### config.mk
export PLATFORM = sky130hd
export DESIGN_NAME = gelu_activation
export DESIGN_NICKNAME = d
export VERILOG_FILES = /design/src/gelu_pkg.sv /design/src/gelu_activation.sv
export SDC_FILE = /design/constraint.sdc
export NUM_CORES = 2
export LEC_CHECK = 0
export ABC_AREA = 1
export BUFFER_PORTS_ARGS = -buffer_cell sky130_fd_sc_hd__buf_2
export CAP_MARGIN = 15
export CORE_MARGIN = 3
export CORE_UTILIZATION = 58
export DETAILED_ROUTE_END_ITERATION = 8
export GPL_TIMING_DRIVEN = 0
export PLACE_DENSITY_LB_ADDON = 0.1
export SYNTH_ARGS = -nofsm -noshare
export SYNTH_HDL_FRONTEND = slang
export SYNTH_SLANG_ARGS = --single-unit
### constraint.sdc
create_clock -name clk -period 10.45 [get_ports clk]
set_input_delay 0.5225 -clock clk [delete_from_list [all_inputs] [get_ports clk]]
set_output_delay 0.5225 -clock clk [all_outputs]
set_load 0.01 [all_outputs]
### src/gelu_pkg.sv
`timescale 1ns / 1ps
`default_nettype none

package gelu_pkg;

  localparam int DATA_WIDTH = 16;
  localparam int FRAC_BITS  = 10;

  // config port
  localparam int          ADDR_W        = 3;
  localparam logic [0:0]  REG_FAST_MODE = 1'b0;

  // gate is Q0.16, one extra bit so that exactly 1.0 is representable
  localparam int             GATE_W    = 17;
  localparam logic [16:0]    GATE_ONE  = 17'h10000;
  localparam logic [16:0]    GATE_HALF = 17'h08000;
  localparam int             TAB_W     = 16;
  localparam int             TAB_LAST  = 16;

  // fast mode: u = (COEF_LIN*a + COEF_CUB*a^3) >> 16
  localparam int          COEF_LIN_W = 17;
  localparam int          COEF_CUB_W = 13;
  localparam logic [16:0] COEF_LIN   = 17'd104580;
  localparam logic [12:0] COEF_CUB   = 13'd4676;

  // standard normal CDF, steps of 0.25 from 0 to 4
  function automatic logic [TAB_W-1:0] phi_lut(input logic [4:0] i);
    logic [TAB_W-1:0] v;
    case (i)
      5'd0:    v = 16'd32768;
      5'd1:    v = 16'd39237;
      5'd2:    v = 16'd45316;
      5'd3:    v = 16'd50684;
      5'd4:    v = 16'd55138;
      5'd5:    v = 16'd58612;
      5'd6:    v = 16'd61158;
      5'd7:    v = 16'd62911;
      5'd8:    v = 16'd64045;
      5'd9:    v = 16'd64735;
      5'd10:   v = 16'd65129;
      5'd11:   v = 16'd65341;
      5'd12:   v = 16'd65448;
      5'd13:   v = 16'd65498;
      5'd14:   v = 16'd65521;
      5'd15:   v = 16'd65530;
      default: v = 16'd65534;
    endcase
    return v;
  endfunction

  // logistic function, steps of 0.5 from 0 to 8
  function automatic logic [TAB_W-1:0] logistic_lut(input logic [4:0] i);
    logic [TAB_W-1:0] v;
    case (i)
      5'd0:    v = 16'd32768;
      5'd1:    v = 16'd40793;
      5'd2:    v = 16'd47911;
      5'd3:    v = 16'd53581;
      5'd4:    v = 16'd57724;
      5'd5:    v = 16'd60565;
      5'd6:    v = 16'd62428;
      5'd7:    v = 16'd63615;
      5'd8:    v = 16'd64357;
      5'd9:    v = 16'd64809;
      5'd10:   v = 16'd65097;
      5'd11:   v = 16'd65269;
      5'd12:   v = 16'd65374;
      5'd13:   v = 16'd65438;
      5'd14:   v = 16'd65476;
      5'd15:   v = 16'd65500;
      default: v = 16'd65514;
    endcase
    return v;
  endfunction

endpackage

`default_nettype wire

### src/gelu_activation.sv
`timescale 1ns / 1ps
`default_nettype none
// GELU activation, Q5.10 in and out, erf or tanh gate selected by fast_mode.
// Nine register stages lie between input beat and output beat: magnitude, two
// cube multiplies, coefficient multiply, table position, table read,
// interpolation, gate product, sign/output.
// Throughput: one beat per cycle; a stall holds the full stages, empty ones still fill.
// Reset (synchronous, rst high) empties the pipeline and clears fast_mode.

module gelu_activation (
  input  wire logic                                 clk,
  input  wire logic                                 rst,
  input  wire logic                                 psel,
  input  wire logic                                 penable,
  input  wire logic                                 pwrite,
  input  wire logic [gelu_pkg::ADDR_W-1:0]          paddr,
  input  wire logic [31:0]                          pwdata,
  output      logic [31:0]                          prdata,
  output      logic                                 pready,
  input  wire logic                                 in_valid,
  output      logic                                 in_ready,
  input  wire logic signed [gelu_pkg::DATA_WIDTH-1:0] x_in,
  output      logic                                 out_valid,
  input  wire logic                                 out_ready,
  output      logic signed [gelu_pkg::DATA_WIDTH-1:0] y_out
);
  import gelu_pkg::*;

  localparam int AW       = DATA_WIDTH + 1;
  localparam int FAST_LIM = 5 << FRAC_BITS;
  localparam int FW       = $clog2(FAST_LIM);
  localparam int SQ_W     = 2 * FW - FRAC_BITS;
  localparam int CUBE_W   = SQ_W + FW - FRAC_BITS;
  localparam int P1_W     = COEF_LIN_W + FW;
  localparam int P2_W     = COEF_CUB_W + CUBE_W;
  localparam int SUM_W    = ((P1_W > P2_W) ? P1_W : P2_W) + 1;
  localparam int U_W      = SUM_W - 16;
  localparam int PW       = ((AW + 2) > (U_W + 1)) ? (AW + 2) : (U_W + 1);
  localparam int IDX_W    = PW - FRAC_BITS;
  localparam int MP_W     = AW + GATE_W;

  // ---------------- config register ----------------
  logic fast_mode;
  logic cfg_wr;

  assign pready = 1'b1;
  assign cfg_wr = psel && penable && pwrite && pready &&
                  (paddr[ADDR_W-1:2] == REG_FAST_MODE);

  always_ff @(posedge clk) begin
    if (rst) begin
      fast_mode <= 1'b0;
    end else if (cfg_wr) begin
      fast_mode <= pwdata[0];
    end
  end

  always_comb begin
    prdata = '0;
    if (paddr[ADDR_W-1:2] == REG_FAST_MODE) begin
      prdata[0] = fast_mode;
    end
  end

  // ---------------- stage enables ----------------
  logic v1, v2, v3, v4, v5, v6, v7, v8, v9;
  logic en1, en2, en3, en4, en5, en6, en7, en8, en9;

  assign en9 = !v9 || out_ready;
  assign en8 = !v8 || en9;
  assign en7 = !v7 || en8;
  assign en6 = !v6 || en7;
  assign en5 = !v5 || en6;
  assign en4 = !v4 || en5;
  assign en3 = !v3 || en4;
  assign en2 = !v2 || en3;
  assign en1 = !v1 || en2;

  assign in_ready  = en1;
  assign out_valid = v9;

  always_ff @(posedge clk) begin
    if (rst) begin
      v1 <= 1'b0; v2 <= 1'b0; v3 <= 1'b0; v4 <= 1'b0; v5 <= 1'b0;
      v6 <= 1'b0; v7 <= 1'b0; v8 <= 1'b0; v9 <= 1'b0;
    end else begin
      if (en1) v1 <= in_valid;
      if (en2) v2 <= v1;
      if (en3) v3 <= v2;
      if (en4) v4 <= v3;
      if (en5) v5 <= v4;
      if (en6) v6 <= v5;
      if (en7) v7 <= v6;
      if (en8) v8 <= v7;
      if (en9) v9 <= v8;
    end
  end

  // ---------------- stage 1: magnitude ----------------
  logic          neg1, fm1;
  logic [AW-1:0] a1;

  always_ff @(posedge clk) begin
    if (en1) begin
      neg1 <= x_in[DATA_WIDTH-1];
      fm1  <= fast_mode;
      // most negative code maps to its exact magnitude
      a1   <= x_in[DATA_WIDTH-1] ? ({1'b1, {DATA_WIDTH{1'b0}}} - {1'b0, x_in})
                                 : {1'b0, x_in};
    end
  end

  // ---------------- stage 2: a^2, linear term ----------------
  logic [FW-1:0]     af1;
  logic [2*FW-1:0]   sq_full;
  logic [P1_W-1:0]   p1_full;
  logic              neg2, fm2, big2;
  logic [AW-1:0]     a2;
  logic [SQ_W-1:0]   sq2;
  logic [P1_W-1:0]   p1_2;

  assign af1     = a1[FW-1:0];
  assign sq_full = af1 * af1;
  assign p1_full = P1_W'(COEF_LIN) * P1_W'(af1);

  always_ff @(posedge clk) begin
    if (en2) begin
      neg2 <= neg1;
      fm2  <= fm1;
      a2   <= a1;
      big2 <= (a1 >= AW'(FAST_LIM));
      sq2  <= sq_full[2*FW-1:FRAC_BITS];
      p1_2 <= p1_full;
    end
  end

  // ---------------- stage 3: a^3 ----------------
  logic [SQ_W+FW-1:0] cube_full;
  logic               neg3, fm3, big3;
  logic [AW-1:0]      a3;
  logic [CUBE_W-1:0]  cube3;
  logic [P1_W-1:0]    p1_3;

  assign cube_full = (SQ_W+FW)'(sq2) * (SQ_W+FW)'(a2[FW-1:0]);

  always_ff @(posedge clk) begin
    if (en3) begin
      neg3  <= neg2;
      fm3   <= fm2;
      big3  <= big2;
      a3    <= a2;
      cube3 <= cube_full[SQ_W+FW-1:FRAC_BITS];
      p1_3  <= p1_2;
    end
  end

  // ---------------- stage 4: cubic term ----------------
  logic [P2_W-1:0] p2_full;
  logic            neg4, fm4, big4;
  logic [AW-1:0]   a4;
  logic [P1_W-1:0] p1_4;
  logic [P2_W-1:0] p2_4;

  assign p2_full = P2_W'(COEF_CUB) * P2_W'(cube3);

  always_ff @(posedge clk) begin
    if (en4) begin
      neg4 <= neg3;
      fm4  <= fm3;
      big4 <= big3;
      a4   <= a3;
      p1_4 <= p1_3;
      p2_4 <= p2_full;
    end
  end

  // ---------------- stage 5: table position ----------------
  logic [SUM_W-1:0]     usum;
  logic [PW-1:0]        pos;
  logic [IDX_W-1:0]     idx;
  logic                 neg5, fm5, sat5;
  logic [AW-1:0]        a5;
  logic [3:0]           ti5;
  logic [FRAC_BITS-1:0] frac5;

  assign usum = SUM_W'(p1_4) + SUM_W'(p2_4);
  assign pos  = fm4 ? PW'({usum[SUM_W-1:16], 1'b0}) : PW'({a4, 2'b00});
  assign idx  = pos[PW-1:FRAC_BITS];

  always_ff @(posedge clk) begin
    if (en5) begin
      neg5  <= neg4;
      fm5   <= fm4;
      a5    <= a4;
      // past the last entry the gate is exactly one
      sat5  <= (fm4 && big4) || (idx >= IDX_W'(TAB_LAST));
      ti5   <= idx[3:0];
      frac5 <= pos[FRAC_BITS-1:0];
    end
  end

  // ---------------- stage 6: table read ----------------
  logic [TAB_W-1:0]     lo_c, hi_c;
  logic                 neg6, sat6;
  logic [AW-1:0]        a6;
  logic [TAB_W-1:0]     lo6, diff6;
  logic [FRAC_BITS-1:0] frac6;

  assign lo_c = fm5 ? logistic_lut({1'b0, ti5}) : phi_lut({1'b0, ti5});
  assign hi_c = fm5 ? logistic_lut({1'b0, ti5} + 5'd1) : phi_lut({1'b0, ti5} + 5'd1);

  always_ff @(posedge clk) begin
    if (en6) begin
      neg6  <= neg5;
      sat6  <= sat5;
      a6    <= a5;
      lo6   <= lo_c;
      diff6 <= hi_c - lo_c;
      frac6 <= frac5;
    end
  end

  // ---------------- stage 7: interpolation, sign fold ----------------
  logic [TAB_W+FRAC_BITS-1:0] ip_full;
  logic [GATE_W-1:0]          g_c;
  logic                       neg7;
  logic [AW-1:0]              a7;
  logic [GATE_W-1:0]          g7;

  assign ip_full = (TAB_W+FRAC_BITS)'(diff6) * (TAB_W+FRAC_BITS)'(frac6);
  assign g_c     = sat6 ? GATE_ONE
                        : ({1'b0, lo6} + {1'b0, ip_full[TAB_W+FRAC_BITS-1:FRAC_BITS]});

  always_ff @(posedge clk) begin
    if (en7) begin
      neg7 <= neg6;
      a7   <= a6;
      // G(-a) = 1 - G(a)
      g7   <= neg6 ? (GATE_ONE - g_c) : g_c;
    end
  end

  // ---------------- stage 8: magnitude * gate ----------------
  logic [MP_W-1:0] mp;
  logic            neg8;
  logic [AW-1:0]   mag8;

  assign mp = MP_W'(a7) * MP_W'(g7) + MP_W'(GATE_HALF);

  always_ff @(posedge clk) begin
    if (en8) begin
      neg8 <= neg7;
      mag8 <= mp[AW+15:16];
    end
  end

  // ---------------- stage 9: output register ----------------
  logic [AW-1:0] negmag;

  assign negmag = AW'(0) - mag8;

  always_ff @(posedge clk) begin
    if (en9) begin
      y_out <= neg8 ? negmag[DATA_WIDTH-1:0] : mag8[DATA_WIDTH-1:0];
    end
  end

  // ---------------- assertions ----------------
  a_accept_fills: assert property (@(posedge clk) disable iff (rst)
    in_valid && in_ready |=> v1)
    else $error("accepted beat did not enter stage 1");

  a_drain_to_out: assert property (@(posedge clk) disable iff (rst)
    v8 && en9 |=> out_valid)
    else $error("stage 8 beat lost on its way to the output");

  a_full_stall: assert property (@(posedge clk) disable iff (rst)
    (v1 && v2 && v3 && v4 && v5 && v6 && v7 && v8 && v9 && !out_ready) |-> !in_ready)
    else $error("input taken while pipeline is full and stalled");

  a_gate_range: assert property (@(posedge clk) disable iff (rst)
    v7 |-> (g7 <= GATE_ONE))
    else $error("gate above one");

  a_mag_range: assert property (@(posedge clk) disable iff (rst)
    v8 |-> (mag8 <= AW'(1 << (DATA_WIDTH - 1))))
    else $error("product magnitude out of range");

endmodule

`default_nettype wire

== Word-level counts from Yosys, hierarchy flattened ==
Memories as Yosys holds them, arrays and structs flattened. A register that Yosys moved wholly into a read port is not among the register bits.
Cells that the tools add are included.

* ROM bits: 960
* Input bits: 58
* Memories kept: 4
* Register bits after elaboration: 401

{| class="wikitable"
|+ Memory list
! memory !! depth !! bits a word !! rd ports !! clocked after Yosys merged registers in !! wr ports !! line !! RTL
|-
| (no name shown) || 16 || 15 || 1 || 0 || 0 || gelu_pkg.sv:29 || <nowiki>case (i)</nowiki>
|-
| (no name shown) || 16 || 15 || 1 || 0 || 0 || gelu_pkg.sv:54 || <nowiki>case (i)</nowiki>
|-
| (no name shown) || 16 || 15 || 1 || 1 || 0 || gelu_pkg.sv:29 ||
|-
| (no name shown) || 16 || 15 || 1 || 1 || 0 || gelu_pkg.sv:54 ||
|}

* $mul: 6
* Bitwise logic cells: 1
* Add/sub/neg operators: 8
* Muxes and demuxes: 12
* $lt $le $gt $ge: 2
* Reduce and logical (&&, ||, !) cells: 23

{| class="wikitable"
|+ Operator list
! operator !! count
|-
| 2-to-1 mux 16 bit || 5
|-
| 2-to-1 mux 17 bit || 2
|-
| adder 30 x 32 -> 33 bit || 1
|-
| adder 32 x 16 -> 32 bit, second input constant || 1
|-
| multiplier 17 x 17 -> 32 bit || 1
|-
| multiplier 11 x 19 -> 30 bit, first input constant || 1
|-
| multiplier 16 x 13 -> 29 bit || 1
|-
| multiplier 15 x 13 -> 28 bit, first input constant || 1
|-
| multiplier 13 x 13 -> 26 bit || 1
|-
| multiplier 16 x 10 -> 26 bit || 1
|-
| 2-to-1 mux 19 bit || 1
|-
| adder 16 x 16 -> 17 bit || 1
|-
| greater-or-equal comparator 17 x 13 -> 1 bit, second input constant || 1
|-
| subtractor 17 x 16 -> 17 bit, first input constant || 1
|-
| subtractor 17 bit, first input constant || 1
|-
| subtractor 1 x 16 -> 16 bit, first input constant || 1
|-
| subtractor 16 bit || 1
|-
| 2-to-1 mux 15 bit || 1
|-
| logical OR 1 bit || 10
|-
| greater-or-equal comparator 9 x 5 -> 1 bit, second input constant || 1
|-
| zero test 1 bit || 9
|-
| 2-to-1 mux 4 bit || 2
|-
| adder 4 x 1 -> 5 bit, second input constant || 1
|-
| logical AND 1 bit || 4
|-
| 2 further kinds || 2
|}

== Logic depth before layout (Yosys ltp) ==
* Depth after elaboration: 10
* Mapped depth: 39
* Gate-level depth less buffers: 38

== Worst setup path before layout ==
OpenSTA, ideal clock, no wires.

* Kind: reg2reg
* Start point: reg frac6[3]
* End point: reg g7[16], data pin
* Period minus slack after synthesis: 6071 ps
* Arrival time: 5817 ps
* Stages on the path, launching flop included: 32
* Setup time: 255 ps
* Setup slack: 4379 ps
* Cell sequence: edfxtp_1 clkbuf_1 clkbuf_1 nand2_1 fa_1 inv_1 fa_1 inv_1 fa_1 inv_1 fa_1 ha_1 ha_1 nand2_1 nand2_1 a21o_1 nand2_1 nand2_1 inv_1 o21bai_1 xor2_1 ha_1 a21oi_1 o21ai_0 a21oi_1 nand3b_1 nand3_1 nand2_1 nor2_1 nand3b_1 nor2_1 nor2_1

* Cells in the longest elaborated chain, start to end: 5

{| class="wikitable"
|+ Ends and longest elaborated chain
! item !! line !! RTL
|-
| start: declaration || gelu_activation.sv:207 || <nowiki>logic [FRAC_BITS-1:0] frac6;</nowiki>
|-
| start signal: assignment || gelu_activation.sv:219 || <nowiki>frac6 <= frac5;</nowiki>
|-
| multiplier 16 x 10 -> 26 bit * || gelu_activation.sv:230 || <nowiki>assign ip_full = (TAB_W+FRAC_BITS)'(diff6) * (TAB_W+FRAC_BITS)'(frac6);</nowiki>
|-
| adder 16 x 16 -> 17 bit * || gelu_activation.sv:232 || <nowiki>: ({1'b0, lo6} + {1'b0, ip_full[TAB_W+FRAC_BITS-1:FRAC_BITS]});</nowiki>
|-
| 2-to-1 mux 17 bit * || gelu_activation.sv:231 || <nowiki>assign g_c = sat6 ? GATE_ONE</nowiki>
|-
| subtractor 17 bit || gelu_activation.sv:239 || <nowiki>g7 <= neg6 ? (GATE_ONE - g_c) : g_c;</nowiki>
|-
| 2-to-1 mux 17 bit * || gelu_activation.sv:239 ||
|-
| end signal: assignment || gelu_activation.sv:239 ||
|-
| end: declaration || gelu_activation.sv:228 || <nowiki>logic [GATE_W-1:0] g7;</nowiki>
|}

Every way passes the cells marked *; elsewhere a longest branch is shown, timed or not.
A chain may end at the register's enable or synchronous reset.

== Worst setup path in the final report ==
* Start point: reg frac6[9]
* End point: reg g7[14], data pin

Same word-level chain as after synthesis.

==> metrics <==
final net count 6924; worst slew pin tran 0.929 ns; post-route cell area 52100 µm²; FMAX 132 MHz; critical path's slowest cell clkbuf_1; antenna diode instance count 0; largest net degree at the start of global routing 48; DR vias 35500; most used routing layer met2; number of stages on the worst setup path 32; Tmin final 7.57 ns; R2R depth 32; die width 296 µm; final hold vios 0; Synth area leaders fa_1 (26%), edfxtp_1 (23%), ha_1 (14%), nand2_1 (10%), inv_1 (9.8%); worst hold stages 1; Max-cap violations 0; die area 87900 µm²; hold_ws 0.155 ns; crit-path max cell delay 0.57 ns; Syn Inst Count 5572; Remaining DRCs 0; WP data arrival 7.89 ns; r2r setup slk 2.88 ns; critical path type reg2reg; maximum clock path buffer count 3; Synth Register Bits 413; Synth Area in Adders 39.5%; CTS clock-pin slew for the worst setup and hold paths 0.06 ns; post-synthesis mux area share 0%; total negative setup slack 0 ns; TritonCTS buffer count 45; IO Pins 109; layout cells sized above 1 4.40%; Vias/cell 5.22; CP Launch Type flip-flop; core area 82800 µm²; Tightest Hold Check Type in2reg; largest family of logic cells by synthesized area adder cells; Area after DPL 50700 µm²; WL final 118000 µm; count of pins over their slew limit 0; post-synth top area share 25.5%; Worst Path Buf+Inv 6; post-synthesis area per instance 8.78 µm²; final setup fails 0; routability-driven placement congestion ratio 0.959; gr usage total 28.1%; Slew headroom 38.1%; CTS tree yes; area delta synth->final 6.48%; WL/cell 17.4 µm; RSZ-0062 raised after global routing false; CP required 10.78 ns; Worst path top cell family by delay adder cells; Post-CTS Setup Bufs 0; drt pass-1 iters 5; Inst Count DP 6719; CP Capture Type flip-flop; vias in the first global route 36600; reg-to-reg critical path startpoint frac6[9]$_DFFE_PP_; initial DRC count 2034; Netlist cell types 65; Post-Syn Area 48900 µm²; fraction of registers with async set/reset 0%; Synth Area in Compound Gates 5.42%; initial antenna violation count 0; die height 296 µm; clk sinks 413; warnings from Yosys 0; WHS Endpoint neg1$_DFFE_PP_; port buffer count 42; final antenna-violating net count 0; Congestion Overflow GR 0; hold buffers post-CTS 0; CP Max Fanout 10; row count 105; final cell count without fillers 6802; H-tree depth 2; Most common cell on crit path nand2_1; Main synth FF type edfxtp_1; Layout Skew 0.0330 ns; top cell type by total area after synthesis fa_1; met1 usage 35.3%; clk_lat worst skew 0.58 ns; met3 Resource Use GR 3.36%; min-delay src x_in[15]; post-synthesis sequential area ratio 24.5%; met2 Use GR 49.9%; Final Cycle Share 72.4%; clock root buffer clkbuf_16; Synth Area in XOR/XNOR 3.01%; Post-synth EDFFs 373; RR Endpoint g7[14]$_DFFE_PP_; DP HPWL 98800 µm; first-pass GRT wire length 194000 µm; number of gates resized after CTS 0; Initial Util 59.1%; Simple-Gate Fraction of Synth Area 15.6%; outcome completed
==> area by class of cell <==
cell class	instances	area (µm²)
multi-input combinational	3690	31200
timing repair buffer	46	290
clock buffer	57	1220
clock inverter	26	200
inverter	1290	4840
sequential	413	12000
fill	7201	30700
tap	1070	1340
buffer	210	963
==> cells by family after synthesis <==
kind of cell / count (synthesis)
buffers and inverters: 1500
other: 2
XOR/XNOR: 168
AO/OA/AOI/OAI: 475
flip-flops: 413
AND/OR/NAND/NOR: 1844
adder cells (fa/ha/maj): 1170
==> through the flow <==
stage               worst slack [ns]  util (%)
floorplan                       4.38         -
global placement                3.01      61.1
detailed placement              2.96      61.2
CTS                             2.94      62.9
global route                    2.45      62.9
finish                          2.88      62.9
==> registers in the layout (all words and copies together), names as in the netlist, 16 cells and up, named ones only <==
name	cells
a4	17
a2	17
sq2	16
a5	17
cube3	19
a7	17
a3	17
y_out	16
p2_4	30
p1_4	23
mag8	16
p1_3	23
a1	17
a6	17
g7	17
p1_2	23
diff6	16
==> layout by cell type, fill, tap and decap left out, types with 10 or more instances in the layout <==
master     netlist  final
buf_4           36     36
xnor2_1         52     52
nor2_1         201    201
fa_1           624    624
nor3_1          40     40
o21ai_1         10     10
o21ai_0        139    139
clkbuf_1       159    168
clkinv_2         1     10
o211ai_1        19     19
ha_1           546    546
nor4_1          12     12
nand2_4         10     10
a21oi_1        220    220
edfxtp_1       373    373
nand2_2         11     11
inv_1         1278   1275
conb_1           2     33
o21bai_1        13     13
nand4_1         27     27
inv_2            7     10
a31oi_1         18     18
nand3_1        165    165
buf_2            6     48
nand2_1       1315   1315
dfxtp_1         40     40
xor2_1         116    116
or2_2           27     27
clkbuf_16        0     47
==> worst register-to-register path: cells and delay by family (launching register included) <==
family	cells	cell delay, ns
AO/OA/AOI/OAI	4	0.84
XOR/XNOR	1	0.24
adder cells (fa/ha/maj)	7	3.15
buffers and inverters	6	1.29
flip-flops	1	0.39
AND/OR/NAND/NOR	14	1.44
==> routing by layer <==
metal	routed length, µm	vias up	share of wire, %
met2	59000	877	50
met4	5080	0	4.3
li1	-	17400	-
met1	48400	17000	41
met3	5580	227	4.7
met5	0	-	0
==> how the worst max path moves through the flow <==
stage / startpoint / end / slack [ns]
floorplan: frac6[3]$_DFFE_PP_ / g7[16]$_DFFE_PP_ / 4.38
global placement: frac6[9]$_DFFE_PP_ / g7[14]$_DFFE_PP_ / 3.01
detailed placement: frac6[9]$_DFFE_PP_ / g7[14]$_DFFE_PP_ / 2.96
CTS: frac6[9]$_DFFE_PP_ / g7[16]$_DFFE_PP_ / 2.94
global route: frac6[9]$_DFFE_PP_ / g7[15]$_DFFE_PP_ / 2.45
finish: frac6[9]$_DFFE_PP_ / g7[14]$_DFFE_PP_ / 2.88
==> synth_stat cells (40+ instances only) <==
cell / instances
o21ai_0: 139
edfxtp_1: 373
a21oi_1: 220
clkbuf_1: 159
nand3_1: 165
ha_1: 546
inv_1: 1278
nand2_1: 1315
nor2_1: 201
fa_1: 624
dfxtp_1: 40
nor3_1: 40
xor2_1: 116
xnor2_1: 52
Power is not shown: default switching activity piles up to over one toggle a cycle in this logic, so the estimate is an artifact.
